## config.mk

```make
export PLATFORM = sky130hd
export DESIGN_NAME = xor_checked_frame_deframer_unit
export DESIGN_NICKNAME = d
export VERILOG_FILES = /design/src/rtl/xcfd_pkg.sv /design/src/rtl/xcfd_in_stage.sv /design/src/rtl/xcfd_parser.sv /design/src/rtl/xcfd_out_stage.sv /design/src/rtl/xor_checked_frame_deframer_unit.sv
export SDC_FILE = /design/constraint.sdc
export NUM_CORES = 1
export LEC_CHECK = 0
export BUFFER_PORTS_ARGS = -buffer_cell sky130_fd_sc_hd__buf_2
export CAP_MARGIN = 25
export CORE_UTILIZATION = 55
export CTS_BUF_LIST = sky130_fd_sc_hd__clkbuf_4
export DETAILED_ROUTE_END_ITERATION = 12
export PLACE_DENSITY = 0.77
export SYNTH_ARGS = -nofsm -noshare
export SYNTH_HDL_FRONTEND = slang
export SYNTH_HIERARCHICAL = 1
export SYNTH_SLANG_ARGS = --single-unit
```

## constraint.sdc

```tcl
create_clock -name aclk -period 4.39 [get_ports aclk]
set_clock_uncertainty 0.2 [all_clocks]
set_input_delay 0.439 -clock aclk [delete_from_list [all_inputs] [get_ports aclk]]
set_output_delay 0.439 -clock aclk [all_outputs]
set_load 0.1 [all_outputs]
```

## src/rtl/xcfd_pkg.sv

```systemverilog
`timescale 1ns / 1ps
// Shared types and constants for the XOR-checked frame deframer.
// No dependencies.
package xcfd_pkg;

    localparam logic [7:0] HEADER_RESET = 8'h9a;

    typedef enum logic [2:0] {
        PH_HUNT  = 3'd0,
        PH_CMD   = 3'd1,
        PH_LEN   = 3'd2,
        PH_DATA  = 3'd3,
        PH_CHECK = 3'd4
    } phase_t;

    typedef struct packed {
        logic [7:0] command;
        logic [7:0] payload_byte;
        logic [7:0] payload_index;
        logic       frame_end;
        logic       checksum_ok;
        logic [7:0] payload_length;
    } result_t;

endpackage

```

## src/rtl/xcfd_in_stage.sv

```systemverilog
`timescale 1ns / 1ps
// Input register for received bytes.
// Depends on nothing; feeds xcfd_parser.
module xcfd_in_stage (
    input  logic       aclk,
    input  logic       aresetn,
    input  logic       s_valid,
    output logic       s_ready,
    input  logic [7:0] s_byte_in,
    input  logic       take,
    output logic       byte_valid,
    output logic [7:0] byte_data
);
    logic       valid_reg;
    logic       valid_next;
    logic [7:0] byte_reg;

    assign s_ready    = !valid_reg || take;
    assign valid_next = (s_valid && s_ready) || (valid_reg && !take);

    always_ff @(posedge aclk) begin
        if (!aresetn) begin
            valid_reg <= 1'b0;
        end else begin
            valid_reg <= valid_next;
        end
    end

    always_ff @(posedge aclk) begin
        if (s_valid && s_ready) begin
            byte_reg <= s_byte_in;
        end
    end

    assign byte_valid = valid_reg;
    assign byte_data  = byte_reg;
endmodule

```

## src/rtl/xcfd_parser.sv

```systemverilog
`timescale 1ns / 1ps
// Frame state machine: header hunt, command, length, payload, checksum.
// Uses xcfd_pkg types; sits between xcfd_in_stage and xcfd_out_stage.
module xcfd_parser (
    input  logic              aclk,
    input  logic              aresetn,
    input  logic [7:0]        header_byte,
    input  logic              byte_valid,
    input  logic [7:0]        byte_data,
    input  logic              out_room,
    output logic              take,
    output logic              res_valid,
    output xcfd_pkg::result_t res
);
    import xcfd_pkg::*;

    phase_t     phase_reg, phase_next;
    logic [7:0] command_reg, command_next;
    logic [7:0] length_reg, length_next;
    logic [7:0] seen_reg, seen_next;
    logic [7:0] xor_reg, xor_next;
    logic [7:0] seen_inc;

    assign take     = byte_valid && out_room;
    assign seen_inc = seen_reg + 8'd1;

    always_ff @(posedge aclk) begin
        if (!aresetn) begin
            phase_reg   <= PH_HUNT;
            command_reg <= '0;
            length_reg  <= '0;
            seen_reg    <= '0;
            xor_reg     <= '0;
        end else begin
            phase_reg   <= phase_next;
            command_reg <= command_next;
            length_reg  <= length_next;
            seen_reg    <= seen_next;
            xor_reg     <= xor_next;
        end
    end

    always_comb begin
        phase_next   = phase_reg;
        command_next = command_reg;
        length_next  = length_reg;
        seen_next    = seen_reg;
        xor_next     = xor_reg;
        res_valid    = 1'b0;
        res.command        = command_reg;
        res.payload_byte   = '0;
        res.payload_index  = '0;
        res.frame_end      = 1'b0;
        res.checksum_ok    = 1'b0;
        res.payload_length = length_reg;
        if (take) begin
            case (phase_reg)
                PH_CMD: begin
                    command_next = byte_data;
                    xor_next     = xor_reg ^ byte_data;
                    phase_next   = PH_LEN;
                end
                PH_LEN: begin
                    length_next = byte_data;
                    xor_next    = xor_reg ^ byte_data;
                    seen_next   = '0;
                    phase_next  = (byte_data == 8'd0) ? PH_CHECK : PH_DATA;
                end
                PH_DATA: begin
                    res_valid         = 1'b1;
                    res.payload_byte  = byte_data;
                    res.payload_index = seen_reg;
                    xor_next          = xor_reg ^ byte_data;
                    seen_next         = seen_inc;
                    if (seen_inc == length_reg) begin
                        phase_next = PH_CHECK;
                    end
                end
                PH_CHECK: begin
                    res_valid       = 1'b1;
                    res.frame_end   = 1'b1;
                    res.checksum_ok = (xor_reg == byte_data);
                    phase_next      = PH_HUNT;
                end
                default: begin
                    phase_next = PH_HUNT;
                    if (byte_data == header_byte) begin
                        xor_next   = byte_data;
                        phase_next = PH_CMD;
                    end
                end
            endcase
        end
    end
endmodule

```

## src/rtl/xcfd_out_stage.sv

```systemverilog
`timescale 1ns / 1ps
// Result register holding one transaction for the m_ channel.
// Uses xcfd_pkg::result_t.
module xcfd_out_stage (
    input  logic              aclk,
    input  logic              aresetn,
    input  logic              res_valid,
    input  xcfd_pkg::result_t res,
    output logic              out_room,
    output logic              m_valid,
    input  logic              m_ready,
    output xcfd_pkg::result_t m_res
);
    import xcfd_pkg::*;

    logic    valid_reg;
    logic    valid_next;
    result_t data_reg;

    assign out_room   = !valid_reg || m_ready;
    assign valid_next = (res_valid && out_room) || (valid_reg && !m_ready);

    always_ff @(posedge aclk) begin
        if (!aresetn) begin
            valid_reg <= 1'b0;
        end else begin
            valid_reg <= valid_next;
        end
    end

    always_ff @(posedge aclk) begin
        if (res_valid && out_room) begin
            data_reg <= res;
        end
    end

    assign m_valid = valid_reg;
    assign m_res   = data_reg;
endmodule

```

## src/rtl/xor_checked_frame_deframer_unit.sv

```systemverilog
`timescale 1ns / 1ps
// Deframer for header/command/length/payload/XOR-checksum byte frames.
// Uses xcfd_pkg, xcfd_in_stage, xcfd_parser, xcfd_out_stage.
//
// Accepts one byte per clock unless m_ready stalls the result register,
// and gives at most one transaction per byte: one per payload byte and
// one at the checksum byte (frame_end set). Bytes outside a frame that do
// not match header_byte are dropped, as are header, command and length
// bytes. An accepted byte is registered in the input register, passes the
// single parser and is registered in the result register behind m_valid.
// header_byte resets to 0x9a and is written by cfg_we/cfg_wdata.
module xor_checked_frame_deframer_unit (
    input  logic       aclk,
    input  logic       aresetn,
    input  logic       cfg_we,
    input  logic [7:0] cfg_wdata,
    input  logic       s_valid,
    output logic       s_ready,
    input  logic [7:0] s_byte_in,
    output logic       m_valid,
    input  logic       m_ready,
    output logic [7:0] m_command,
    output logic [7:0] m_payload_byte,
    output logic [7:0] m_payload_index,
    output logic       m_frame_end,
    output logic       m_checksum_ok,
    output logic [7:0] m_payload_length
);
    import xcfd_pkg::*;

    logic       header_we;
    logic [7:0] header_byte_reg;
    logic       byte_valid;
    logic [7:0] byte_data;
    logic       take;
    logic       out_room;
    logic       res_valid;
    result_t    res;
    result_t    m_res;

    assign header_we = cfg_we;

    always_ff @(posedge aclk) begin
        if (!aresetn) begin
            header_byte_reg <= HEADER_RESET;
        end else if (header_we) begin
            header_byte_reg <= cfg_wdata;
        end
    end

    xcfd_in_stage u_in (
        .aclk       (aclk),
        .aresetn    (aresetn),
        .s_valid    (s_valid),
        .s_ready    (s_ready),
        .s_byte_in  (s_byte_in),
        .take       (take),
        .byte_valid (byte_valid),
        .byte_data  (byte_data)
    );

    xcfd_parser u_parser (
        .aclk        (aclk),
        .aresetn     (aresetn),
        .header_byte (header_byte_reg),
        .byte_valid  (byte_valid),
        .byte_data   (byte_data),
        .out_room    (out_room),
        .take        (take),
        .res_valid   (res_valid),
        .res         (res)
    );

    xcfd_out_stage u_out (
        .aclk      (aclk),
        .aresetn   (aresetn),
        .res_valid (res_valid),
        .res       (res),
        .out_room  (out_room),
        .m_valid   (m_valid),
        .m_ready   (m_ready),
        .m_res     (m_res)
    );

    assign m_command        = m_res.command;
    assign m_payload_byte   = m_res.payload_byte;
    assign m_payload_index  = m_res.payload_index;
    assign m_frame_end      = m_res.frame_end;
    assign m_checksum_ok    = m_res.checksum_ok;
    assign m_payload_length = m_res.payload_length;
endmodule

```

==> results.cfg <==
[floorplanning]
start_util = 0.574
coreArea_um2 = 6870
die_area_um2 = 7510
rows = 30
dieWidth_um = 86.7
boundaryPins = 57
die_h_um = 86.7

[grt]
met2_usage = 0.351
grt_use_met1 = 0.301
antenna_found_initial = 0
top_usage_layer = met2
gr-total-overflow = 0
grt_max_degree = 47
gr-usage-all-layers = 0.222
met3_usage = 0.0476
grt_pass1_wl_mm = 12.6
first_global_vias = 2544

[sta]
layout_min_cycle_time_ps = 2700
fin_crit_sh = 0.614
setup_violations = 0
hold_ws_ps = 30.2
finalSetupTns_ps = 0
slew_viol_final = 0
rsz0062_at_grt = false
relSlewSlack = 0.455
setup_ws_ps = 1690
tightest_slew_ps = 816
max_freq_ghz = 0.371
hold_viol_final = 0

[finish]
final_nets = 422
final_util = 0.642
final_layout_size_suffix_gt1_frac = 0.220
n_antenna_cell = 0
multiInputGateArea_um2 = 1560
area_growth_pct = 11.9
seq_area_um2 = 2160
largest_register_ff_count = 34
nFillCells = 543

[place]
io_buffers = 56
dp_hpwl_mm = 4.76
gp_congestion = 0.822
pre_cts_ws_ps = 1480

[route]
num_vias = 2776
drt_first_pass_iters = 4
via_per_inst = 5.54
ant_nets = 0
wirelength_mm = 7.61
wl_per_cell_um = 15.2
drt_iter0_markers = 191
drc = 0

[status]
status = finished, final reports clean

[synth]
netlist.area_leader.share = 0.320
synth.largest_area_cell = edfxtp_1
ys_seq_elements = 87
synthTopCellsByArea = edfxtp_1 32%, dfxtp_1 23%, xnor2_1 5.3%
synth_common_cells = 45 x dfxtp_1, 42 x edfxtp_1, 24 x xnor2_1
async_flop_share = 0
ys_types = 55
synth_area_um2 = 3940
avgSynthCellArea_um2 = 11.2
postSynthCellCount = 351
synth_most_common_cell = dfxtp_1
synth_fp_nets = 373
synth_edf_count = 42
ys_warn_count = 6
synthFlopType = dfxtp_1
yosysSeqAreaShare = 0.548

[power_and_ir_drop]
power_frac_comb = 0.100
switchingPower_uw = 389
p_clk_frac = 0.302
leakagePower_uw = 0.00165
vdd_drop_max_v = 0.000213
cellInternalPower_uw = 1120
power_frac_seq = 0.599
power.share.switching = 0.258
powerDensity_nw_per_um2 = 341

[worst_hold_path]
min-delay-path-class = in2reg
min_path_cells = 3

[cts]
cts_resized = 0
clk_latency_ps = 420
post_cts_buffers = 0
cts_tree = done
root_buffer = clkbuf_4
clk_pin_slew_ps = 140
cts_inserted_buffers = 9
cts.sinks = 87
ctsHtreeMaxLevel = 3
clockBufferDepth = 2

[setup_path]
r2r_slack_ps = 1690
timing.rr.end = u_out/m_res[21]
crit_fanout = 34
cp_data_arrival_time_ps = 2570
crit_path_end = u_out/m_res[21]
crit_path_start_kind = flop
reg2regPathDepth = 7
r2r_start = u_out/m_valid
cp-end-kind = flop
critPathLaunch = u_out/m_valid
path_class = reg2reg
critical_path_required_ps = 4260

[job]
maxCapViolCount = 0
==> metrics by stage <==
stage | power, uW | std cells | cell area [um2]
after floorplan | 1030 | 351 | 3940
after global placement | 1060 | 477 | 4190
after detailed placement | 1060 | 477 | 4190
after CTS | 1510 | 501 | 4410
after global routing | 1570 | 501 | 4410
final | 1510 | 501 | 4410
==> worst min-delay path by stage <==
stage / slack, ps / to / start
after floorplan: 210 / u_out/m_res[26] / u_parser/command_reg[0]
after global placement: 220 / u_out/m_res[29] / u_parser/command_reg[3]
after detailed placement: 220 / u_out/m_res[30] / u_parser/command_reg[4]
after CTS: 10 / header_byte_reg[4] / cfg_wdata[4]
after global routing: 2 / header_byte_reg[4] / cfg_wdata[4]
final: 30 / header_byte_reg[4] / cfg_wdata[4]
==> worst max-delay path: stages (launching register included) <==
cell      delay, ps
dfxtp_1         350
nand2b_4         80
nand2_1         170
inv_2           160
and3_1          580
and2_1          240
nand2b_1        130
and2_4          430
==> power groups by stage <==
stage                     Clock [uW]  Combinational, uW  Sequential [uW]
after floorplan                    0                105              924
after global placement             0                139              918
after detailed placement           0                143              919
after CTS                        458                149              901
after global routing             500                164              905
final                            454                151              902
==> cell families (layout without fill, tap and decap cells) <==
logic type / count (synthesis) / after routing / synth area share
AND/OR/NAND/NOR: 110 / 110 / 0.165
flip-flops: 87 / 87 / 0.548
AO/OA/AOI/OAI: 62 / 62 / 0.109
buffers and inverters: 42 / 96 / 0.0574
XOR/XNOR: 27 / 27 / 0.0600
multiplexers: 21 / 21 / 0.0543
adder cells (fa/ha/maj): 2 / 2 / 0.00571
==> routing by layer <==
metal	routed length, um	up-vias
met4	131	0
met2	3590	99
met3	389	11
met5	0	-
li1	-	1345
met1	3490	1321
==> repair_timing <==
item,4_1_cts,5_1_grt
hold endpoints to repair,8,0
setup endpoints to repair,0,0
hold buffers,8,0
==> placed cells by master (no fill, tap or decap), types with 5 or more instances in the layout <==
cell type / Yosys / final
nor2b_1: 19 / 19
nor3_1: 7 / 7
buf_2: 8 / 56
inv_1: 13 / 13
a22oi_1: 5 / 5
and3_1: 23 / 23
a31oi_1: 7 / 7
dfxtp_1: 45 / 45
edfxtp_1: 42 / 42
dlygate4sd3_1: 0 / 8
o31ai_1: 5 / 5
clkbuf_4: 0 / 11
xnor2_1: 24 / 24
a21boi_1: 6 / 6
o21ai_0: 14 / 14
nand4_1: 5 / 5
mux2i_1: 18 / 18
nand3_1: 8 / 8
nand2_1: 22 / 22
a21boi_0: 5 / 5
==> cell type report <==
class | instances | share of cell area
sequential | 87 | 0.490
clock buffer | 11 | 0.0187
multi-input combinational | 222 | 0.354
inverter | 14 | 0.0119
timing repair buffer | 66 | 0.0851
tap | 96 | 0.0272
clock inverter | 5 | 0.0136
(Power assumes the default switching activity.)
